### src/design/relative_strength_index_defines.svh
// Assertion macros for the relative strength index block.
// Included by the modules that carry assertions; assumes clk and rst in scope.
`ifndef RELATIVE_STRENGTH_INDEX_DEFINES_SVH
`define RELATIVE_STRENGTH_INDEX_DEFINES_SVH

// Condition that must hold at every clock edge outside reset.
`define RSI_ASSERT_ALWAYS(label, cond, msg) \
  label: assert property (@(posedge clk) disable iff (rst) (cond)) else $error(msg);

// Consequence that must hold in the same cycle as its antecedent.
`define RSI_ASSERT_SAME(label, ante, cons, msg) \
  label: assert property (@(posedge clk) disable iff (rst) (ante) |-> (cons)) else $error(msg);

// Consequence that must hold in the cycle after its antecedent.
`define RSI_ASSERT_NEXT(label, ante, cons, msg) \
  label: assert property (@(posedge clk) disable iff (rst) (ante) |=> (cons)) else $error(msg);

`endif

### src/design/rsi_pkg.sv
// Shared types and constants for the relative strength index block.
// No dependencies; used by rsi_div and relative_strength_index.
package rsi_pkg;

  // Defaults for the top-level parameters.
  localparam int WINDOW_MAX_DEF      = 64;
  localparam int RATIO_FRAC_BITS_DEF = 20;

  // Fixed field widths.
  localparam int PRICE_W = 32;
  localparam int CFG_W   = 7;
  localparam int RSI_W   = 15;

  // Change entry: sign bit on top of a saturated magnitude.
  localparam int CHANGE_W = 24;
  localparam int ENTRY_W  = CHANGE_W + 1;
  localparam logic [CHANGE_W-1:0] CHANGE_MAX = '1;

  // Q7.8 scale of 100, and window length after reset.
  localparam int SCALE_Q78    = 25600;
  localparam int WINDOW_RESET = 14;

  // Quotient bits of the shared divider and step counts of its two uses.
  localparam int QUOT_W      = CHANGE_W;
  localparam int STEP_W      = $clog2(QUOT_W + 1);
  localparam int CDIV_STEPS  = CHANGE_W;
  localparam int RDIV_STEPS  = RSI_W;

  // Sequencer states.
  typedef enum logic [2:0] {
    ST_IDLE,
    ST_CHANGE,
    ST_CDIV,
    ST_UPDATE,
    ST_SCALE,
    ST_RSTART,
    ST_RDIV,
    ST_FINISH
  } rsi_state_t;

  // Divider control and status.
  typedef struct packed {
    logic              start;
    logic [STEP_W-1:0] steps;
  } div_ctrl_t;

  typedef struct packed {
    logic busy;
    logic done;
  } div_stat_t;

endpackage

### src/design/relative_strength_index.sv
// Relative strength index, simple average form, one result per price bar.
// A bar is taken only while the block is idle and occupies it through a 24-step
// division for the relative change and a 15-step division for the index, each
// skipped when not needed, on one shared radix-2 divider, plus sequencing, ring
// access and sum update. A finished result waits in the output register, so the
// next bar can be taken while it is still stalled. The change ring sits in a
// synchronous RAM that is read and written back once per bar; the two accesses
// of one bar never overlap with those of another. The ring needs no clearing
// pass: the fill count keeps any entry from being read before it is written.
// Depends on rsi_pkg, rsi_ram, rsi_div and relative_strength_index_defines.svh.
`include "relative_strength_index_defines.svh"

module relative_strength_index #(
  parameter int WINDOW_MAX      = rsi_pkg::WINDOW_MAX_DEF,
  parameter int RATIO_FRAC_BITS = rsi_pkg::RATIO_FRAC_BITS_DEF
) (
  input  logic                        clk,
  input  logic                        rst,
  // Configuration write channel.
  input  logic                        cfg_valid,
  output logic                        cfg_ready,
  input  logic [rsi_pkg::CFG_W-1:0]   cfg_data,
  // Input requests.
  input  logic                        in_valid,
  output logic                        in_stall,
  input  logic [rsi_pkg::PRICE_W-1:0] open_price,
  input  logic [rsi_pkg::PRICE_W-1:0] close_price,
  input  logic                        restart,
  // Result requests.
  output logic                        out_valid,
  input  logic                        out_stall,
  output logic [rsi_pkg::RSI_W-1:0]   rsi_value,
  output logic                        ready_res,
  output logic                        undefined,
  output logic                        bad_open
);

  localparam int LEN_W   = $clog2(WINDOW_MAX + 1);
  localparam int SLOT_W  = $clog2(WINDOW_MAX);
  localparam int LCMP_W  = (rsi_pkg::CFG_W > LEN_W) ? rsi_pkg::CFG_W : LEN_W;
  localparam int RESET_LEN = (rsi_pkg::WINDOW_RESET > WINDOW_MAX) ?
                             WINDOW_MAX : rsi_pkg::WINDOW_RESET;
  localparam int SUM_W   = rsi_pkg::CHANGE_W + $clog2(WINDOW_MAX);
  localparam int TOT_W   = SUM_W + 1;
  localparam int PROD_W  = SUM_W + rsi_pkg::RSI_W;
  localparam int NUM_W   = PROD_W + 1;
  localparam int DV_W    = (rsi_pkg::PRICE_W > TOT_W) ? rsi_pkg::PRICE_W : TOT_W;
  localparam int DD_W    = rsi_pkg::PRICE_W + RATIO_FRAC_BITS;
  localparam int OV_W    = rsi_pkg::PRICE_W +
                           ((RATIO_FRAC_BITS > rsi_pkg::CHANGE_W) ?
                            RATIO_FRAC_BITS : rsi_pkg::CHANGE_W);
  localparam int PAD_W   = rsi_pkg::QUOT_W - rsi_pkg::RSI_W;
  localparam logic [rsi_pkg::RSI_W-1:0] RSI_MAX = rsi_pkg::RSI_W'(rsi_pkg::SCALE_Q78);

  rsi_pkg::rsi_state_t state, state_next;

  // Configuration and history.
  logic [LEN_W-1:0]   eff_len;
  logic [LEN_W-1:0]   cfg_len;
  logic [LCMP_W-1:0]  cfg_ext;
  logic [SUM_W-1:0]   gain_sum, loss_sum;
  logic [SUM_W-1:0]   gain_next, loss_next;
  logic [SLOT_W-1:0]  write_slot;
  logic [LEN_W-1:0]   fill_count;
  logic [SLOT_W-1:0]  slot_eff;

  // Per-bar working registers.
  logic [rsi_pkg::PRICE_W-1:0] open_q, diff_q;
  logic                        neg_q, bad_q, ovf_q, ready_q;
  logic [SLOT_W-1:0]           slot_q;
  logic [TOT_W-1:0]            total_q;
  logic [PROD_W-1:0]           prod_q;
  logic [rsi_pkg::RSI_W-1:0]   rsi_q;
  logic                        undef_q;

  // Change and index arithmetic.
  logic [DD_W-1:0]             dividend;
  logic                        ovf_c;
  logic                        open_zero;
  logic [NUM_W-1:0]            num;
  logic [rsi_pkg::CHANGE_W-1:0] new_mag, old_mag;
  logic                        new_neg, old_neg;
  logic                        full;
  logic [LEN_W-1:0]            fill_after;
  logic [LEN_W-1:0]            slot_inc;

  // Divider and ring ports.
  rsi_pkg::div_ctrl_t          div_ctrl;
  rsi_pkg::div_stat_t          div_stat;
  logic [DV_W-1:0]             div_rem, div_dvs;
  logic [rsi_pkg::QUOT_W-1:0]  div_low, div_quot;
  logic                        ram_rd, ram_wr;
  logic [rsi_pkg::ENTRY_W-1:0] ram_rdata;

  logic in_acc, cfg_acc, out_free;

  assign in_stall  = (state != rsi_pkg::ST_IDLE);
  assign cfg_ready = (state == rsi_pkg::ST_IDLE);
  assign in_acc    = in_valid && !in_stall;
  assign cfg_acc   = cfg_valid && cfg_ready;
  assign out_free  = !out_valid || !out_stall;

  // Written window length clamped to one through the ring depth.
  always_comb begin
    cfg_ext = LCMP_W'(cfg_data);
    if (cfg_ext == '0) begin
      cfg_len = LEN_W'(1);
    end else if (cfg_ext > LCMP_W'(WINDOW_MAX)) begin
      cfg_len = LEN_W'(WINDOW_MAX);
    end else begin
      cfg_len = LEN_W'(cfg_ext);
    end
  end

  // Relative change: saturation test and divider operands.
  assign open_zero = (open_q == '0);
  assign dividend  = DD_W'(diff_q) << RATIO_FRAC_BITS;
  assign ovf_c     = (OV_W'(dividend) >= (OV_W'(open_q) << rsi_pkg::CHANGE_W));

  // Index numerator: scaled gain plus half the total for rounding.
  assign num = NUM_W'(prod_q) + NUM_W'(total_q >> 1);

  // Slot that this bar overwrites, wrapped to the window.
  always_comb begin
    if (LEN_W'(write_slot) >= eff_len) begin
      slot_eff = '0;
    end else begin
      slot_eff = write_slot;
    end
  end

  // New ring entry, the entry it replaces, and the updated sums.
  always_comb begin
    if (bad_q) begin
      new_mag = '0;
    end else if (ovf_q) begin
      new_mag = rsi_pkg::CHANGE_MAX;
    end else begin
      new_mag = div_quot;
    end
    new_neg    = neg_q && (new_mag != '0);
    old_mag    = ram_rdata[rsi_pkg::CHANGE_W-1:0];
    old_neg    = ram_rdata[rsi_pkg::CHANGE_W];
    full       = (fill_count >= eff_len);
    fill_after = full ? fill_count : fill_count + LEN_W'(1);
    slot_inc   = LEN_W'(slot_q) + LEN_W'(1);
    gain_next  = gain_sum;
    loss_next  = loss_sum;
    if (full && !old_neg) begin
      gain_next = gain_next - SUM_W'(old_mag);
    end
    if (full && old_neg) begin
      loss_next = loss_next - SUM_W'(old_mag);
    end
    if (new_neg) begin
      loss_next = loss_next + SUM_W'(new_mag);
    end else begin
      gain_next = gain_next + SUM_W'(new_mag);
    end
  end

  // Sequencer next state.
  always_comb begin
    state_next = state;
    case (state)
      rsi_pkg::ST_IDLE: begin
        if (in_acc) state_next = rsi_pkg::ST_CHANGE;
      end
      rsi_pkg::ST_CHANGE: begin
        if (open_zero || ovf_c) begin
          state_next = rsi_pkg::ST_UPDATE;
        end else begin
          state_next = rsi_pkg::ST_CDIV;
        end
      end
      rsi_pkg::ST_CDIV: begin
        if (div_stat.done) state_next = rsi_pkg::ST_UPDATE;
      end
      rsi_pkg::ST_UPDATE: state_next = rsi_pkg::ST_SCALE;
      rsi_pkg::ST_SCALE:  state_next = rsi_pkg::ST_RSTART;
      rsi_pkg::ST_RSTART: begin
        if (!ready_q || total_q == '0) begin
          state_next = rsi_pkg::ST_FINISH;
        end else begin
          state_next = rsi_pkg::ST_RDIV;
        end
      end
      rsi_pkg::ST_RDIV: begin
        if (div_stat.done) state_next = rsi_pkg::ST_FINISH;
      end
      rsi_pkg::ST_FINISH: begin
        if (out_free) state_next = rsi_pkg::ST_IDLE;
      end
      default: state_next = rsi_pkg::ST_IDLE;
    endcase
  end

  // Sequencer outputs: divider launch, operand select, ring accesses.
  always_comb begin
    div_ctrl = '0;
    div_rem  = '0;
    div_low  = '0;
    div_dvs  = '0;
    ram_rd   = 1'b0;
    ram_wr   = 1'b0;
    case (state)
      rsi_pkg::ST_CHANGE: begin
        ram_rd         = 1'b1;
        div_ctrl.start = !open_zero && !ovf_c;
        div_ctrl.steps = rsi_pkg::STEP_W'(rsi_pkg::CDIV_STEPS);
        div_rem        = DV_W'(dividend >> rsi_pkg::CHANGE_W);
        div_low        = dividend[rsi_pkg::CHANGE_W-1:0];
        div_dvs        = DV_W'(open_q);
      end
      rsi_pkg::ST_UPDATE: begin
        ram_wr = 1'b1;
      end
      rsi_pkg::ST_RSTART: begin
        div_ctrl.start = ready_q && (total_q != '0);
        div_ctrl.steps = rsi_pkg::STEP_W'(rsi_pkg::RDIV_STEPS);
        div_rem        = DV_W'(num >> rsi_pkg::RSI_W);
        div_low        = rsi_pkg::QUOT_W'(num[rsi_pkg::RSI_W-1:0]) << PAD_W;
        div_dvs        = DV_W'(total_q);
      end
      default: begin
      end
    endcase
  end

  // State register.
  always_ff @(posedge clk) begin
    if (rst) begin
      state <= rsi_pkg::ST_IDLE;
    end else begin
      state <= state_next;
    end
  end

  // Window length and history; a write or a restart clears the history.
  always_ff @(posedge clk) begin
    if (rst) begin
      eff_len    <= LEN_W'(RESET_LEN);
      gain_sum   <= '0;
      loss_sum   <= '0;
      write_slot <= '0;
      fill_count <= '0;
    end else if (cfg_acc) begin
      eff_len    <= cfg_len;
      gain_sum   <= '0;
      loss_sum   <= '0;
      write_slot <= '0;
      fill_count <= '0;
    end else if (in_acc && restart) begin
      gain_sum   <= '0;
      loss_sum   <= '0;
      write_slot <= '0;
      fill_count <= '0;
    end else if (state == rsi_pkg::ST_UPDATE) begin
      gain_sum   <= gain_next;
      loss_sum   <= loss_next;
      fill_count <= fill_after;
      if (slot_inc >= eff_len) begin
        write_slot <= '0;
      end else begin
        write_slot <= SLOT_W'(slot_inc);
      end
    end
  end

  // Per-bar working registers.
  always_ff @(posedge clk) begin
    if (in_acc) begin
      open_q    <= open_price;
      neg_q     <= (close_price < open_price);
      if (close_price < open_price) begin
        diff_q <= open_price - close_price;
      end else begin
        diff_q <= close_price - open_price;
      end
    end
    if (state == rsi_pkg::ST_CHANGE) begin
      bad_q  <= open_zero;
      ovf_q  <= ovf_c;
      slot_q <= slot_eff;
    end
    if (state == rsi_pkg::ST_UPDATE) begin
      ready_q <= (fill_after >= eff_len);
    end
    if (state == rsi_pkg::ST_SCALE) begin
      total_q <= TOT_W'(gain_sum) + TOT_W'(loss_sum);
      prod_q  <= PROD_W'(gain_sum) * PROD_W'(rsi_pkg::SCALE_Q78);
    end
    if (state == rsi_pkg::ST_RSTART) begin
      rsi_q   <= '0;
      undef_q <= ready_q && (total_q == '0);
    end
    if (state == rsi_pkg::ST_RDIV && div_stat.done) begin
      rsi_q <= div_quot[rsi_pkg::RSI_W-1:0];
    end
  end

  // Output register: holds a result until it is taken.
  always_ff @(posedge clk) begin
    if (rst) begin
      out_valid <= 1'b0;
    end else if (state == rsi_pkg::ST_FINISH && out_free) begin
      out_valid <= 1'b1;
    end else if (!out_stall) begin
      out_valid <= 1'b0;
    end
  end

  always_ff @(posedge clk) begin
    if (state == rsi_pkg::ST_FINISH && out_free) begin
      rsi_value <= rsi_q;
      ready_res <= ready_q;
      undefined <= undef_q;
      bad_open  <= bad_q;
    end
  end

  // Change ring.
  rsi_ram #(
    .WIDTH (rsi_pkg::ENTRY_W),
    .DEPTH (WINDOW_MAX)
  ) u_ring (
    .clk     (clk),
    .wr_en   (ram_wr),
    .wr_addr (slot_q),
    .wr_data ({new_neg, new_mag}),
    .rd_en   (ram_rd),
    .rd_addr (slot_eff),
    .rd_data (ram_rdata)
  );

  // Shared divider.
  rsi_div #(
    .DV_W (DV_W)
  ) u_div (
    .clk      (clk),
    .rst      (rst),
    .ctrl     (div_ctrl),
    .rem_init (div_rem),
    .low_bits (div_low),
    .divisor  (div_dvs),
    .stat     (div_stat),
    .quotient (div_quot)
  );

  `RSI_ASSERT_NEXT(a_busy_after_accept, in_acc, in_stall, "input not stalled after accept")
  `RSI_ASSERT_ALWAYS(a_fill_bound, fill_count <= eff_len, "fill count exceeds window length")
  `RSI_ASSERT_ALWAYS(a_slot_bound, LEN_W'(write_slot) < eff_len, "write slot outside window")
  `RSI_ASSERT_SAME(a_empty_sums, fill_count == '0, (gain_sum | loss_sum) == '0, "sums not empty")
  `RSI_ASSERT_SAME(a_rsi_range, out_valid, rsi_value <= RSI_MAX, "index above 100")

endmodule

### src/design/rsi_ram.sv
// Generic single-port-write, single-port-read RAM with registered read data.
// No dependencies.
module rsi_ram #(
  parameter int WIDTH = 8,
  parameter int DEPTH = 64
) (
  input  logic                     clk,
  input  logic                     wr_en,
  input  logic [$clog2(DEPTH)-1:0] wr_addr,
  input  logic [WIDTH-1:0]         wr_data,
  input  logic                     rd_en,
  input  logic [$clog2(DEPTH)-1:0] rd_addr,
  output logic [WIDTH-1:0]         rd_data
);

  logic [WIDTH-1:0] mem [DEPTH];

  // Write port and registered read port.
  always_ff @(posedge clk) begin
    if (wr_en) begin
      mem[wr_addr] <= wr_data;
    end
    if (rd_en) begin
      rd_data <= mem[rd_addr];
    end
  end

endmodule

### src/design/rsi_div.sv
// Radix-2 restoring divider, one quotient bit per cycle, shared by both divisions.
// Depends on rsi_pkg for the control and status structs.
module rsi_div #(
  parameter int DV_W = 32
) (
  input  logic                         clk,
  input  logic                         rst,
  input  rsi_pkg::div_ctrl_t           ctrl,
  input  logic [DV_W-1:0]              rem_init,
  input  logic [rsi_pkg::QUOT_W-1:0]   low_bits,
  input  logic [DV_W-1:0]              divisor,
  output rsi_pkg::div_stat_t           stat,
  output logic [rsi_pkg::QUOT_W-1:0]   quotient
);

  logic [DV_W-1:0]                rem;
  logic [DV_W-1:0]                rem_next;
  logic [DV_W-1:0]                dvs;
  logic [rsi_pkg::QUOT_W-1:0]     low;
  logic [rsi_pkg::STEP_W-1:0]     cnt;
  logic [DV_W:0]                  trial;
  logic                           qbit;

  // One step: bring down the next dividend bit and subtract when it fits.
  always_comb begin
    trial = {rem, low[rsi_pkg::QUOT_W-1]};
    qbit  = (trial >= {1'b0, dvs});
    if (qbit) begin
      rem_next = DV_W'(trial - {1'b0, dvs});
    end else begin
      rem_next = DV_W'(trial);
    end
  end

  // Control: start loads the operands, then count down the steps.
  always_ff @(posedge clk) begin
    if (rst) begin
      stat <= '0;
    end else begin
      stat.done <= 1'b0;
      if (ctrl.start) begin
        stat.busy <= 1'b1;
      end else if (stat.busy && cnt == rsi_pkg::STEP_W'(1)) begin
        stat.busy <= 1'b0;
        stat.done <= 1'b1;
      end
    end
  end

  // Datapath registers.
  always_ff @(posedge clk) begin
    if (ctrl.start) begin
      rem      <= rem_init;
      low      <= low_bits;
      dvs      <= divisor;
      cnt      <= ctrl.steps;
      quotient <= '0;
    end else if (stat.busy) begin
      rem      <= rem_next;
      low      <= low << 1;
      cnt      <= cnt - rsi_pkg::STEP_W'(1);
      quotient <= {quotient[rsi_pkg::QUOT_W-2:0], qbit};
    end
  end

endmodule

### config.mk
export PLATFORM = sky130hd
export DESIGN_NAME = relative_strength_index
export DESIGN_NICKNAME = d
export VERILOG_FILES = /design/src/design/rsi_pkg.sv /design/src/design/relative_strength_index.sv /design/src/design/rsi_ram.sv /design/src/design/rsi_div.sv
export VERILOG_INCLUDE_DIRS = /design/src /design/src/design
export SDC_FILE = /design/constraint.sdc
export NUM_CORES = 2
export LEC_CHECK = 0
export BUFFER_PORTS_ARGS = -buffer_cell sky130_fd_sc_hd__buf_4
export CAP_MARGIN = 40
export CORE_AREA = 3 3 568 683
export DETAILED_ROUTE_END_ITERATION = 12
export DIE_AREA = 0 0 571 686
export PLACE_DENSITY = 0.42
export SYNTH_ARGS = -nofsm -noshare
export SYNTH_HDL_FRONTEND = slang
export SYNTH_SLANG_ARGS = --single-unit
### constraint.sdc
create_clock -name clk -period 6.5 [get_ports clk]
set_clock_uncertainty 0.05 [all_clocks]
set_input_delay 0 -clock clk [delete_from_list [all_inputs] [get_ports clk]]
set_output_delay 0 -clock clk [all_outputs]
set_load 0.02 [all_outputs]
==> run_results.csv <==
group,metric,value,unit
cts,clk_pin_slew,0.06,ns
synthesis,netlist_instances,7533,
critical_path,critPathKind,"reg2reg",
die,initial_utilization,0.2494,
cts,ctsResizeCount,0,
worst_hold_path,hp-class,"in2reg",
placed_design,dpl_cell_area,0.1043,mm²
critical_path,cp-end-kind,"flip-flop",
synthesis,netlist_area,0.09532,mm²
sta,hold_viol,0,
critical_path,cp_slowest_cell,"or4b_1",
cts,clk_path_buf_depth,4,
global_routing,grt_first_pass_wirelength,471500,µm
critical_path,cpLargestDelayFamily,"compound AO/OA/AOI/OAI gates",
global_routing,antenna_found_initial,20,
critical_path,cp_common_cell,"o21ai_0",
die,boundaryPins,98,
sta,slew_headroom,0.3066,
worst_hold_path,worstHoldPathCells,5,
critical_path,worst_setup_path_start_kind,"flip-flop",
cts,cts_tree,"done",
routing,drc_errors,0,
global_routing,first_global_vias,64148,
cts,cts_max_level,4,
power_and_ir_drop,irDropWorstVdd,0.2582,mV
cts,clock_sink_count,1993,
critical_path,rr_worst_depth,24,
synthesis,synth_cell_types,88,
die,dieWidth,571,µm
worst_hold_path,hp-start,"cfg_data[4]",
outcome,status,"finished, final reports clean",
cells_and_area,fin_area,0.1128,mm²
routing,wl_per_cell,25.15,µm
cells_and_area,nets,8426,
critical_path,cp_num_cells,24,
cells_and_area,final_common_cell,"edfxtp_1",
critical_path,r2r_setup_slack,0.53,ns
placed_design,portBuffers,97,
die,rows,249,
cells_and_area,drive_above_1_share,0.1187,
sta,fin_crit,5.973,ns
sta,grt_setup_unrepaired,"false",
routing,dr_total_vias,63994,
die,die_y,686,µm
sta,setup_viol,0,
synthesis,synthArstFlopShare,0,
synthesis,yosys_most_used_dff,"edfxtp_1",
global_routing,grt_max_degree,105,
cells_and_area,area_growth,18.38,%
routing,avgViaCountPerCell,4.876,
critical_path,critPathMaxFanout,5,
sta,maxSlewViolCount,0,
critical_path,crit_chain,"ha_1 -> fa_1 -> nand2b_1 -> a21oi_1 -> o211ai_1 -> a21boi_0 -> o21ai_0 -> a21boi_0 -> o21ai_0 -> nand2b_1 -> xnor2_1 -> o21ai_0 -> ha_1 -> and4b_1 -> o221a_2 -> o21ai_0 -> o21ai_0 -> nor4bb_1 -> buf_4 -> o32ai_1 -> or4b_1 -> xnor2_1 -> or3_1 -> a21oi_1",
routing,drtPass1Iterations,5,
synthesis,yosysWarnings,0,
sta,worst_pin_slew,1.014,ns
placed_design,place.gp.congestion,0.8760,
synthesis,synth-edff-count,1883,
synthesis,synth_seq_cells,1993,
power_and_ir_drop,leakage,0.03956,µW
placed_design,hpwl,224200,µm
die,core,0.3823,mm²
critical_path,cp_num_buf_inv,1,
routing,ant_nets,0,
worst_hold_path,hold_end,"eff_len[4]$_SDFFE_PP0P_",
critical_path,crit_required,7.28,ns
sta,period_share,0.9189,
synthesis,avgSynthCellArea,12.65,µm²
global_routing,grt.total_usage,0.1635,
critical_path,crit_arrival,6.75,ns
synthesis,ys_seq_area_frac,0.6163,
cts,root_buffer,"clkbuf_16",
sta,max_clock_freq,167.4,MHz
cells_and_area,final_cell_mix,"edfxtp_1 (1,883), nand2_1 (578), a21oi_1 (415), ha_1 (408), inv_1 (355)",
critical_path,cp_slowest_stage_delay,0.51,ns
routing,wl,330100,µm
synthesis,synth_nets,8052,
cts,numCtsBuffers,231,
sta,setup_tns,0,ns
critical_path,r2r_start,"u_ring.rd_data[0]$_DFFE_PP_",
die,die-area,0.3917,mm²
power_and_ir_drop,pwr_density_cell,276.3,mW/mm²
global_routing,grt_overflow_total,0,
flow_run,maxCapViolCount,0,
cts,insertion_delay,0.96,ns
critical_path,r2r_end,"gain_sum[29]$_SDFFE_PP0P_",
power_and_ir_drop,finalPower,31180,µW
routing,first_iter_violations,4816,
-- metal layers --
| metal | GRT usage | wire length [µm] |
|---|---|---|
| met1 | 0.1978 | 134400 |
| met2 | 0.2901 | 166200 |
| met3 | 0.01950 | 12550 |
| met4 | 0.07233 | 16870 |
| met5 | 0 | 20 |
-- registers in the layout (all words and copies together), names as in the netlist, 6 cells and up --
| name | flops |
|---|---|
| prod_q | 35 |
| u_ring.rd_data | 25 |
| u_div.quotient | 24 |
| u_div.low | 15 |
| u_div.dvs | 32 |
| rsi_q | 15 |
| loss_sum | 30 |
| u_div.rem | 32 |
| u_ring.mem | 1600 |
| open_q | 32 |
| write_slot | 6 |
| diff_q | 32 |
| slot_q | 6 |
| total_q | 31 |
| gain_sum | 30 |
| eff_len | 7 |
| rsi_value | 15 |
| fill_count | 7 |
-- stage by stage --
step | util | std cells | setup WS [ns] | hold WS, ns
detailed placement | 0.2729 | 12564 | 0.5044 | 0.1580
finish | 0.2952 | 13124 | 0.5271 | 0.08403
floorplan | - | 7533 | 0.4286 | 0.04436
CTS | 0.2951 | 13108 | 0.5300 | 0.00009537
global route | 0.2951 | 13112 | 0.03616 | 0.04214
global placement | 0.2706 | 12511 | 0.1981 | 0.1509
-- Yosys cell counts, drive strengths merged, types with 129 or more instances --
library cell  number  area [µm²]
xnor2            156        1366
a21oi            421        2130
nand3            152       760.7
o21ai            349        1747
a21o             129       968.4
nand2            580        2177
nor2             438        1644
a211oi           183        1379
mux2i            300        3003
clkbuf           331        1242
edfxtp          1883       56540
inv              366        1374
ha               408        5105
nor3             174       870.8
-- worst max-delay path by stage --
stage	from	endpoint
after floorplan	state[2]$_SDFFE_PP0P_	prod_q[10]$_DFFE_PP_
after global placement	write_slot[1]$_SDFFE_PP0P_	u_ring.rd_data[15]$_DFFE_PP_
after detailed placement	u_ring.rd_data[0]$_DFFE_PP_	gain_sum[29]$_SDFFE_PP0P_
after CTS	u_ring.rd_data[0]$_DFFE_PP_	gain_sum[29]$_SDFFE_PP0P_
after global routing	u_ring.rd_data[0]$_DFFE_PP_	gain_sum[29]$_SDFFE_PP0P_
final	u_ring.rd_data[0]$_DFFE_PP_	gain_sum[29]$_SDFFE_PP0P_
-- cell families (layout without fill, tap and decap cells) --
kind of cell	count (synthesis)	in the layout	synth area share
buffers and inverters	770	1326	0.03100
and+or+nand+nor	1816	1816	0.08960
muxes	383	383	0.04729
other	0	15	0
DFF	1993	1993	0.6163
AOI/OAI and AO/OA	1885	1885	0.1327
xor gates and xnor gates	244	244	0.02242
adders and majority gates	442	442	0.06069
-- worst register-to-register path, delay by kind of cell, from the launching register on --
family                     cells  cell delay (ns)
AOI/OAI and AO/OA             12             2.31
buffers and inverters          1             0.19
DFF                            1             0.41
adders and majority gates      3             1.01
xor gates and xnor gates       2             0.29
and+or+nand+nor                6             1.71
-- final cells by class --
class	instances	area, µm²
Tap cell	5020	6281
Timing Repair Buffer	541	5026
Inverter	370	1405
Antenna cell	15	37.54
Sequential cell	1993	58760
Clock buffer	288	6101
Multi-Input combinational cell	4770	34150
Fill cell	38518	269400
Clock inverter	127	1095
-- repair_timing --
action                                 in CTS  in global routing
endpoints found under the hold margin     201                  0
hold buffers                              129                  0
setup buffers                               0                  0
-- power by group --
group | internal (µW) | switching [µW] | total [µW]
clock | 7210 | 5400 | 12600
combinational | 1360 | 2370 | 3720
sequential | 14600 | 282 | 14800
total | 23100 | 8050 | 31200
(Power assumes the default switching activity.)
